<file path="src/rtl/assert_macros.svh">
// assertion macros for the rtl files, included by the back end
`ifndef ASSERT_MACROS_SVH
`define ASSERT_MACROS_SVH
`ifndef NO_ASSERTIONS
`define TQSD_ASSERT(lbl, prop, msg) \
	lbl: assert property (@(posedge clk) disable iff (!arst_n) prop) else $error(msg);
`define TQSD_ASSERT_NEXT(lbl, pre, post, msg) \
	lbl: assert property (@(posedge clk) disable iff (!arst_n) (pre) |=> (post)) else $error(msg);
`else
`define TQSD_ASSERT(lbl, prop, msg)
`define TQSD_ASSERT_NEXT(lbl, pre, post, msg)
`endif
`endif

</file>
<file path="src/rtl/tqsd_pkg.sv">
// types and constants of the timeout queue server dispatcher
package tqsd_pkg;

	localparam int unsigned EntryW = 64;
	localparam logic [15:0] ServiceTimeReset = 16'd30;
	localparam logic [3:0]  ServersReset     = 4'd3;

	typedef enum logic [0:0] {
		CFG_SERVICE_TIME = 1'b0,
		CFG_SERVERS      = 1'b1
	} cfg_index_t;

	typedef enum logic [2:0] {
		KIND_QUEUED    = 3'd0,
		KIND_DROPPED   = 3'd1,
		KIND_ABANDONED = 3'd2,
		KIND_NO_SERVER = 3'd3,
		KIND_SERVED    = 3'd4,
		KIND_EMPTY     = 3'd5
	} kind_t;

	typedef enum logic [0:0] {
		CMD_ARRIVAL = 1'b0,
		CMD_CALL    = 1'b1
	} cmd_t;

	typedef struct packed {
		logic        cmd;
		logic [31:0] event_time;
		logic [15:0] client_id;
		logic [15:0] tolerance;
	} in_item_t;

	typedef struct packed {
		logic [2:0]  kind;
		logic [31:0] now;
		logic [15:0] request_id;
		logic [31:0] waited;
		logic [2:0]  server_index;
		logic [31:0] finish_time;
		logic [31:0] next_free;
		logic [31:0] served_total;
		logic [47:0] wait_sum;
		logic        last;
	} out_item_t;

	// queue entry layout
	typedef struct packed {
		logic [15:0] tolerance;
		logic [31:0] arrival;
		logic [15:0] id;
	} entry_t;

endpackage

</file>
<file path="src/rtl/tqsd_ram.sv">
// generic single write port ram with registered read
module tqsd_ram #(
	parameter int unsigned WIDTH = 64,
	parameter int unsigned DEPTH = 32
) (
	input  logic                     clk,
	input  logic                     we,
	input  logic [$clog2(DEPTH)-1:0] waddr,
	input  logic [WIDTH-1:0]         wdata,
	input  logic                     re,
	input  logic [$clog2(DEPTH)-1:0] raddr,
	output logic [WIDTH-1:0]         rdata
);
	logic [WIDTH-1:0] mem_q [DEPTH];

	// write port
	always_ff @(posedge clk) begin
		if (we) begin
			mem_q[waddr] <= wdata;
		end
	end

	// registered read port
	always_ff @(posedge clk) begin
		if (re) begin
			rdata <= mem_q[raddr];
		end
	end
endmodule

</file>
<file path="src/rtl/tqsd_front.sv">
// front end: accepts transactions into a two entry command queue
module tqsd_front
	import tqsd_pkg::*;
(
	input  logic     clk,
	input  logic     arst_n,
	input  logic     in_valid,
	output logic     in_stall,
	input  in_item_t in_item,
	output logic     cmd_valid,
	output in_item_t cmd_item,
	input  logic     cmd_pop
);
	in_item_t   ent_q [2];
	logic [1:0] count_q;
	logic       wr_q;
	logic       rd_q;
	logic       push;

	assign in_stall  = (count_q == 2'd2);
	assign push      = in_valid && !in_stall;
	assign cmd_valid = (count_q != 2'd0);
	assign cmd_item  = ent_q[rd_q];

	// queue pointers and fill
	always_ff @(posedge clk or negedge arst_n) begin
		if (!arst_n) begin
			count_q <= 2'd0;
			wr_q    <= 1'b0;
			rd_q    <= 1'b0;
		end else begin
			if (push) begin
				wr_q <= ~wr_q;
			end
			if (cmd_pop) begin
				rd_q <= ~rd_q;
			end
			if (push && !cmd_pop) begin
				count_q <= count_q + 2'd1;
			end else if (!push && cmd_pop) begin
				count_q <= count_q - 2'd1;
			end
		end
	end

	// queue storage
	always_ff @(posedge clk) begin
		if (push) begin
			ent_q[wr_q] <= in_item;
		end
	end
endmodule

</file>
<file path="src/rtl/tqsd_back.sv">
// back end: request queue, server scan, statistics and result register
`include "assert_macros.svh"
module tqsd_back
	import tqsd_pkg::*;
#(
	parameter int unsigned QUEUE_DEPTH = 32,
	parameter int unsigned MAX_SERVERS = 8
) (
	input  logic        clk,
	input  logic        arst_n,
	input  logic        cmd_valid,
	input  in_item_t    cmd_item,
	output logic        cmd_pop,
	input  logic [15:0] service_time,
	input  logic [3:0]  servers_in_use,
	output logic        out_valid,
	input  logic        out_stall,
	output out_item_t   out_item
);
	localparam int unsigned AW = $clog2(QUEUE_DEPTH);
	localparam int unsigned NW = $clog2(QUEUE_DEPTH + 1);
	localparam int unsigned SW = (MAX_SERVERS > 1) ? $clog2(MAX_SERVERS) : 1;
	localparam int unsigned CW = $clog2(MAX_SERVERS + 1);
	localparam logic [NW-1:0] DepthC = NW'(QUEUE_DEPTH);
	localparam logic [AW-1:0] LastAddr = AW'(QUEUE_DEPTH - 1);
	localparam logic [CW-1:0] MaxC = CW'(MAX_SERVERS);

	typedef enum logic [5:0] {
		ST_IDLE     = 6'b000001,
		ST_ARRIVE   = 6'b000010,
		ST_CALL     = 6'b000100,
		ST_CHECK    = 6'b001000,
		ST_SCAN     = 6'b010000,
		ST_DISPATCH = 6'b100000
	} state_t;

	state_t          state_q;
	in_item_t        cmd_q;
	logic [31:0]     cur_q;
	logic [AW-1:0]   head_q;
	logic [AW-1:0]   tail_q;
	logic [NW-1:0]   count_q;
	logic [31:0]     free_q [MAX_SERVERS];
	logic [31:0]     served_q;
	logic [47:0]     wsum_q;
	logic [31:0]     waited_q;
	logic [SW-1:0]   best_q;
	logic [31:0]     best_val_q;
	logic [CW-1:0]   scan_q;
	logic            out_valid_q;
	out_item_t       out_q;

	logic            out_ok;
	logic            emit;
	out_item_t       emit_item;
	logic            ram_we;
	logic            ram_re;
	logic [EntryW-1:0] ram_rdata;
	entry_t          head_ent;
	logic [31:0]     waited_now;
	logic            too_late;
	logic [CW-1:0]   n_act;
	logic [31:0]     scan_val;
	logic [32:0]     fin_sum;
	logic [31:0]     fin;
	logic [48:0]     wsum_sum;
	logic [47:0]     wsum_next;
	logic [31:0]     served_next;
	logic            full;
	logic            can_serve;

	assign out_ok     = !out_valid_q || !out_stall;
	assign out_valid  = out_valid_q;
	assign out_item   = out_q;
	assign full       = (count_q >= DepthC);
	assign head_ent   = entry_t'(ram_rdata);
	assign waited_now = cur_q - head_ent.arrival;
	assign too_late   = (waited_now > {16'd0, head_ent.tolerance});
	assign scan_val   = free_q[scan_q[SW-1:0]];
	assign can_serve  = (cur_q >= best_val_q);
	assign cmd_pop    = (state_q == ST_IDLE) && cmd_valid;

	// active server count, clamped to the built range
	always_comb begin
		if (servers_in_use == 4'd0) begin
			n_act = CW'(1);
		end else if ({28'd0, servers_in_use} > 32'(MAX_SERVERS)) begin
			n_act = MaxC;
		end else begin
			n_act = CW'(servers_in_use);
		end
	end

	// saturating finish time and statistics
	assign fin_sum     = {1'b0, cur_q} + {17'd0, service_time};
	assign fin         = fin_sum[32] ? 32'hFFFF_FFFF : fin_sum[31:0];
	assign served_next = (served_q == 32'hFFFF_FFFF) ? served_q : served_q + 32'd1;
	assign wsum_sum    = {1'b0, wsum_q} + {17'd0, waited_q};
	assign wsum_next   = wsum_sum[48] ? 48'hFFFF_FFFF_FFFF : wsum_sum[47:0];

	// queue memory
	assign ram_we = (state_q == ST_ARRIVE) && out_ok && !full;
	assign ram_re = (state_q == ST_CALL) && (count_q != '0);

	tqsd_ram #(
		.WIDTH(EntryW),
		.DEPTH(QUEUE_DEPTH)
	) u_queue_ram (
		.clk  (clk),
		.we   (ram_we),
		.waddr(tail_q),
		.wdata({cmd_q.tolerance, cmd_q.event_time, cmd_q.client_id}),
		.re   (ram_re),
		.raddr(head_q),
		.rdata(ram_rdata)
	);

	// result selection
	always_comb begin
		emit = 1'b0;
		emit_item = '0;
		emit_item.now = cur_q;
		emit_item.served_total = served_q;
		emit_item.wait_sum = wsum_q;
		case (state_q)
			ST_ARRIVE: begin
				emit = out_ok;
				emit_item.kind = full ? KIND_DROPPED : KIND_QUEUED;
				emit_item.request_id = cmd_q.client_id;
				emit_item.last = 1'b1;
			end
			ST_CALL: begin
				emit = out_ok && (count_q == '0);
				emit_item.kind = KIND_EMPTY;
				emit_item.last = 1'b1;
			end
			ST_CHECK: begin
				emit = out_ok && too_late;
				emit_item.kind = KIND_ABANDONED;
				emit_item.request_id = head_ent.id;
				emit_item.waited = waited_now;
			end
			ST_DISPATCH: begin
				emit = out_ok;
				emit_item.request_id = head_ent.id;
				emit_item.last = 1'b1;
				if (can_serve) begin
					emit_item.kind = KIND_SERVED;
					emit_item.waited = waited_q;
					emit_item.server_index = 3'(best_q);
					emit_item.finish_time = fin;
					emit_item.served_total = served_next;
					emit_item.wait_sum = wsum_next;
				end else begin
					emit_item.kind = KIND_NO_SERVER;
					emit_item.next_free = best_val_q;
				end
			end
			default: begin
				emit = 1'b0;
			end
		endcase
	end

	// output register
	always_ff @(posedge clk or negedge arst_n) begin
		if (!arst_n) begin
			out_valid_q <= 1'b0;
		end else if (out_ok) begin
			out_valid_q <= emit;
		end
	end

	always_ff @(posedge clk) begin
		if (emit) begin
			out_q <= emit_item;
		end
	end

	// sequencer and queue state
	always_ff @(posedge clk or negedge arst_n) begin
		if (!arst_n) begin
			state_q  <= ST_IDLE;
			cur_q    <= '0;
			head_q   <= '0;
			tail_q   <= '0;
			count_q  <= '0;
			served_q <= '0;
			wsum_q   <= '0;
			for (int i = 0; i < MAX_SERVERS; i++) begin
				free_q[i] <= '0;
			end
		end else begin
			case (state_q)
				ST_IDLE: begin
					if (cmd_valid) begin
						if (cmd_item.event_time > cur_q) begin
							cur_q <= cmd_item.event_time;
						end
						state_q <= (cmd_item.cmd == CMD_CALL) ? ST_CALL : ST_ARRIVE;
					end
				end
				ST_ARRIVE: begin
					if (out_ok) begin
						if (!full) begin
							tail_q  <= (tail_q == LastAddr) ? '0 : tail_q + AW'(1);
							count_q <= count_q + NW'(1);
						end
						state_q <= ST_IDLE;
					end
				end
				ST_CALL: begin
					if (count_q != '0) begin
						state_q <= ST_CHECK;
					end else if (out_ok) begin
						state_q <= ST_IDLE;
					end
				end
				ST_CHECK: begin
					if (too_late) begin
						if (out_ok) begin
							head_q  <= (head_q == LastAddr) ? '0 : head_q + AW'(1);
							count_q <= count_q - NW'(1);
							state_q <= ST_CALL;
						end
					end else begin
						state_q <= ST_SCAN;
					end
				end
				ST_SCAN: begin
					if (scan_q >= n_act) begin
						state_q <= ST_DISPATCH;
					end
				end
				ST_DISPATCH: begin
					if (out_ok) begin
						if (can_serve) begin
							free_q[best_q] <= fin;
							served_q <= served_next;
							wsum_q   <= wsum_next;
							head_q   <= (head_q == LastAddr) ? '0 : head_q + AW'(1);
							count_q  <= count_q - NW'(1);
						end
						state_q <= ST_IDLE;
					end
				end
				default: begin
					state_q <= ST_IDLE;
				end
			endcase
		end
	end

	// item latch and server scan datapath
	always_ff @(posedge clk) begin
		if (cmd_pop) begin
			cmd_q <= cmd_item;
		end
		if (state_q == ST_CHECK) begin
			waited_q   <= waited_now;
			best_q     <= '0;
			best_val_q <= free_q[0];
			scan_q     <= CW'(1);
		end else if ((state_q == ST_SCAN) && (scan_q < n_act)) begin
			if (scan_val < best_val_q) begin
				best_q     <= scan_q[SW-1:0];
				best_val_q <= scan_val;
			end
			scan_q <= scan_q + CW'(1);
		end
	end

	`TQSD_ASSERT(a_count_bound, count_q <= DepthC, "queue count above depth")
	`TQSD_ASSERT_NEXT(a_served_mono, 1'b1, served_q >= $past(served_q), "served count fell")
	`TQSD_ASSERT(a_emit_needs_room, emit |-> out_ok, "result produced while output blocked")
	`TQSD_ASSERT_NEXT(a_pop_leaves_idle, cmd_pop, state_q != ST_IDLE, "command popped without work")
endmodule

</file>
<file path="src/rtl/timeout_queue_server_dispatcher_top.sv">
// Request queue dispatched to the earliest free server, with timeout drop.
// Input channel in_valid/in_stall/in_item carries arrivals (cmd 0) and
// calls (cmd 1); output channel out_valid/out_stall/out_item carries results.
// A transaction moves when valid is high and stall is low at a clock edge.
// The front end buffers up to two input transactions; the back end works
// them off one at a time and owns the request queue ram.
// An arrival gives one result, queued or dropped, from the ARRIVE state.
// A call does a ram read and a check per abandoned request, then a scan over
// the active server free times and a dispatch of the head request;
// a call on an empty queue gives an empty result.
// Configuration writes (cfg_we, cfg_index, cfg_data) take effect at once and
// belong only while the block is idle.
// Reset (arst_n low) empties queue and command buffer and clears time, server
// free times and statistics; the queue ram holds no valid data after reset
// and needs no clearing pass.
// When out_stall is high while a result is held, the result register holds; the back end waits, and
// once the command buffer is full in_stall rises.
module timeout_queue_server_dispatcher_top
	import tqsd_pkg::*;
#(
	parameter int unsigned QUEUE_DEPTH = 32,
	parameter int unsigned MAX_SERVERS = 8
) (
	input  logic        clk,
	input  logic        arst_n,
	input  logic        in_valid,
	output logic        in_stall,
	input  in_item_t    in_item,
	output logic        out_valid,
	input  logic        out_stall,
	output out_item_t   out_item,
	input  logic        cfg_we,
	input  logic [0:0]  cfg_index,
	input  logic [15:0] cfg_data
);
	logic        cmd_valid;
	in_item_t    cmd_item;
	logic        cmd_pop;
	logic [15:0] service_time_q;
	logic [3:0]  servers_q;

	// configuration registers
	always_ff @(posedge clk or negedge arst_n) begin
		if (!arst_n) begin
			service_time_q <= ServiceTimeReset;
			servers_q      <= ServersReset;
		end else if (cfg_we) begin
			case (cfg_index)
				CFG_SERVICE_TIME: service_time_q <= cfg_data;
				CFG_SERVERS:      servers_q <= cfg_data[3:0];
				default:          servers_q <= servers_q;
			endcase
		end
	end

	tqsd_front u_front (
		.clk      (clk),
		.arst_n   (arst_n),
		.in_valid (in_valid),
		.in_stall (in_stall),
		.in_item  (in_item),
		.cmd_valid(cmd_valid),
		.cmd_item (cmd_item),
		.cmd_pop  (cmd_pop)
	);

	tqsd_back #(
		.QUEUE_DEPTH(QUEUE_DEPTH),
		.MAX_SERVERS(MAX_SERVERS)
	) u_back (
		.clk           (clk),
		.arst_n        (arst_n),
		.cmd_valid     (cmd_valid),
		.cmd_item      (cmd_item),
		.cmd_pop       (cmd_pop),
		.service_time  (service_time_q),
		.servers_in_use(servers_q),
		.out_valid     (out_valid),
		.out_stall     (out_stall),
		.out_item      (out_item)
	);
endmodule
</file>
<file path="config.mk">
export PLATFORM = sky130hd
export DESIGN_NAME = timeout_queue_server_dispatcher_top
export DESIGN_NICKNAME = d
export VERILOG_FILES = /design/src/rtl/tqsd_pkg.sv /design/src/rtl/tqsd_ram.sv /design/src/rtl/tqsd_front.sv /design/src/rtl/tqsd_back.sv /design/src/rtl/timeout_queue_server_dispatcher_top.sv
export VERILOG_INCLUDE_DIRS = /design/src /design/src/rtl
export SDC_FILE = /design/constraint.sdc
export NUM_CORES = 2
export LEC_CHECK = 0
export ABC_AREA = 1
export BUFFER_PORTS_ARGS = -buffer_cell sky130_fd_sc_hd__buf_2
export CAP_MARGIN = 10
export CORE_MARGIN = 1
export CORE_UTILIZATION = 45
export CTS_CLUSTER_SIZE = 14
export DETAILED_ROUTE_END_ITERATION = 12
export PLACE_DENSITY = 0.69
export SLEW_MARGIN = 20
export SYNTH_ARGS = -nofsm -noshare
export SYNTH_HDL_FRONTEND = slang
export SYNTH_HIERARCHICAL = 1
export SYNTH_SLANG_ARGS = --single-unit
</file>
<file path="constraint.sdc">
create_clock -name clk -period 16.6 [get_ports clk]
set_clock_uncertainty 0.15 [all_clocks]
set_input_delay 1.66 -clock clk [delete_from_list [all_inputs] [get_ports clk]]
set_output_delay 1.66 -clock clk [all_outputs]
set_load 0.01 [all_outputs]
</file>
==> results by group <==
Status
  • Status: finished clean

Route
  • Routed WL: 374,400 um
  • Vias post-DR: 91,140
  • Via density: 5.698
  • Residual DRC: 0
  • TritonRoute pass-1 iters: 6
  • Iter 0 DRT Violations: 11,200
  • DR WL/cell: 23.40 um
  • Final ANT Viol Nets: 0

Worst setup path
  • CP most frequent cell: nand2_1
  • Crit-path slowest cell: buf_12
  • Worst EP required: 16.93 ns
  • Max FO, Critical Path: 146
  • Setup crit end kind: flip-flop
  • Buf+Inv Stages, Crit Path: 3
  • Critical path startpoint category: flip-flop
  • Max incr delay on CP: 0.63 ns
  • Worst Path Arrival: 5.82 ns
  • Setup Crit Path Kind: reg2reg
  • Delay-heaviest family, CP: simple AND/OR/NAND/NOR gates

Yosys
  • Post-synth net total: 12,090
  • Synth Area in Simple Gates: 0.2048
  • Synth Area in Compound Gates: 0.04204
  • Avg Cell Area, Syn: 11.01 sq um
  • FFs w/ async S/R, synth: 0.1373
  • Post-synth EDFFs: 2,601
  • Gate count after technology mapping: 11,790
  • Xor and xnor area share after synthesis: 0.005464
  • Syn. warnings: 6
  • Ys flop type: edfxtp_1
  • Main combinational cell family by area after synthesis: simple AND/OR/NAND/NOR gates
  • Multiplexer area fraction after synthesis: 0.006881
  • Synth unique cells: 64
  • Post-synthesis sequential area ratio: 0.6827
  • Post-Synth Adder-Cell Area: 0.02037
  • Post-Syn Area: 0.1298 sq mm
  • Synthesized flop and latch total: 3,023

Run
  • Max-cap violations: 0

Floorplan
  • Core area: 0.2859 sq mm
  • Die height: 539.1 um
  • Die Area: 0.2907 sq mm
  • Io pins: 320
  • Starting Density: 0.4540
  • Row cnt: 196
  • Die W: 539.1 um

STA
  • Worst-margin pin slew: 1.168 ns
  • Slew HR: 0.2212
  • FMAX: 182.2 MHz
  • RSZ-0062 raised after global routing: no
  • Period utilization: 0.3307
  • Pins Over Slew Limit: 0
  • Post-Route Setup TNS: 0 ns
  • Final setup fails: 0
  • Tmin final: 5.489 ns
  • Fin. Hold Viols: 0

Final layout
  • Area Overhead vs Synth: 11.89%
  • Design area: 0.1453 sq mm
  • Util after Layout: 0.5080
  • Commonest non-fill, non-tap cells in the layout: nand2_1 (3,586), edfxtp_1 (2,601), nand3_1 (1,997)
  • FF/Latch Area: 0.08867 sq mm
  • Layout cells sized above 1: 0.09202
  • Commonest non-fill, non-tap cell in the layout: nand2_1
  • Fillers: 24,540
  • NumNets Final: 12,280
  • Footprint of the multi-input gates: 0.03658 sq mm

CTS
  • Post-CTS setup buffer count: 0
  • Root Buffer: clkbuf_16
  • Clk pin slew, worst setup/hold paths: 0.06 ns
  • Worst skew pair latency: 0.89 ns
  • CTS Buf Count: 313
  • CTS tree: yes
  • Clock Sinks: 3,023
  • H-tree Lvls: 5
  • # resized after CTS: 0
  • CTS Buffer Depth: 4
  • Hold-fix buffers, CTS: 0

Pwr
  • Sw Share: 0.3573
  • Pleak: 55.44 nW
  • Sequential power share: 0.424
  • VDD IR-drop max: 0.1579 mV
  • Total Power: 23.95 mW
  • Combinational fraction of design power: 0.284
  • Psw: 8.555 mW
  • Cell-internal power: 15.39 mW
  • Clock power frac: 0.292
  • PD cells: 164.8 mW/mm^2

Global routing
  • GRT Overall Usage: 0.2517
  • Remaining Overflow, GRT: 0
  • Initial antenna violation count: 37
  • Met1 Use GR: 0.3558
  • Grt peak-use layer: met2
  • Met3 GRT Util: 0.04559
  • Number of global-route vias before repair: 83,830
  • Largest net degree at the start of global routing: 192
  • First-pass GRT wire length: 552,100 um
  • Grt met2 use: 0.3940

Placement
  • Buffers on Ports: 319
  • Cell area after placement: 0.1348 sq mm
  • Routability cong.: 0.9418
  • DP HPWL: 223,700 um

Worst hold path
  • Hold Path Class: reg2reg
==> logic make-up (layout without fill, tap and decap cells) <==
family                   count (synthesis)  in the layout
multiplexers                            66             66
buffers and inverters                 1130           1565
other                                    0              9
AND/OR/NAND/NOR                       6268           6268
adder cells (fa/ha/maj)                209            209
flip-flops                            3023           3023
AO/OA/AOI/OAI                         1013           1013
XOR/XNOR                                81             81
==> tightest hold or removal path, stage by stage (launching register included) <==
cell and delay, ns:
dfrtp_1 0.34, nand2_1 0.05, nand2_1 0.05
==> path summary, 6_finish.rpt <==
path,from,to,slack [ns],cells after the start
worst min register to register,u_back/free_q[219],u_back/free_q[219],0.32,2
worst min-delay path,u_back/free_q[219],u_back/free_q[219],0.32,2
worst max register to register,u_back/cur_q[0],u_back/out_item[41],11.11,26
max in group asynchronous,arst_n,u_back/wsum_q[40],12.55,4
min in group asynchronous,arst_n,u_back/free_q[102],0.70,1
worst max-delay path,u_back/cur_q[0],u_back/out_item[41],11.11,26
==> metal layers <==
metal	vias up	part of all wire
met3	653	0.10
li1	41380	-
met5	-	0.00041
met4	18	0.033
met2	4709	0.46
met1	44390	0.41
==> sequential cells by signal, indices dropped and copies added (netlist names), 5 cells and up <==
| register | count |
|---|---|
| u_back/count_q | 6 |
| u_back/u_queue_ram/rdata | 64 |
| u_back/cur_q | 32 |
| u_back/served_q | 32 |
| service_time_q | 16 |
| u_back/state_q | 6 |
| u_back/head_q | 5 |
| u_back/free_q | 256 |
| u_back/best_val_q | 32 |
| u_back/cmd_q | 64 |
| u_back/out_item | 231 |
| u_back/wsum_q | 48 |
| u_front/ent_q | 130 |
| u_back/u_queue_ram/mem_q | 2048 |
| u_back/tail_q | 5 |
| u_back/waited_q | 32 |
==> layout make-up <==
cell class | count | share of cell area
clock inverter | 166 | 0.01189
timing repair buffer | 498 | 0.02228
multi-input combinational | 7637 | 0.2518
tap | 3762 | 0.03240
inverter | 507 | 0.01340
clock buffer | 394 | 0.05767
sequential | 3023 | 0.6104
antenna | 9 | 0.0001550
==> cell usage after synthesis, types with 8 or more instances <==
cell      instances  share of area
buf_6            14         0.0012
clkbuf_1        201         0.0058
a21o_1           10        0.00058
edfxtp_1       2601           0.60
ha_1            205          0.020
nor3_1           50         0.0019
xor2_1           65         0.0044
nand4_1          53         0.0026
o211ai_1          8        0.00046
o21a_1            8        0.00046
inv_2            11        0.00032
or2_2            12        0.00058
nand3b_1         11        0.00064
o21ai_0         591          0.023
nor4_1           18        0.00087
buf_1            49         0.0014
a22o_1           39         0.0026
o21bai_1          9        0.00052
a31oi_1          47         0.0023
nor2_1          495          0.014
dfrtp_1         408          0.079
inv_1           495          0.014
mux2_4           40         0.0046
nand3_1        1997          0.077
nand2_1        3589           0.10
a21oi_1         190         0.0073
mux2_2           26         0.0023
xnor2_1          16         0.0011
buf_2           319          0.012
buf_4            40         0.0023
o21ai_1          81         0.0031
==> power groups by stage <==
stage,combinational (mW),sequential (mW),clock [mW]
2_1_floorplan,4.21,10.3,0
3_3_place_gp,6.38,10.4,0
3_5_place_dp,6.48,10.4,0
4_1_cts,6.52,10.3,7.07
5_1_grt,7.41,10.2,7.36
6_report,6.80,10.2,6.99
==> through the flow <==
step / setup WS [ns] / cells / hold slack, ns
finish: 11.11 / 16000 / 0.3237
global route: 10.84 / 15990 / 0.3401
CTS: 11.11 / 15970 / 0.3259
detailed placement: 10.80 / 15410 / 0.3101
global placement: 10.76 / 15400 / 0.3060
floorplan: 1.725 / 11790 / 0.2917
(Power assumes the default switching activity.)
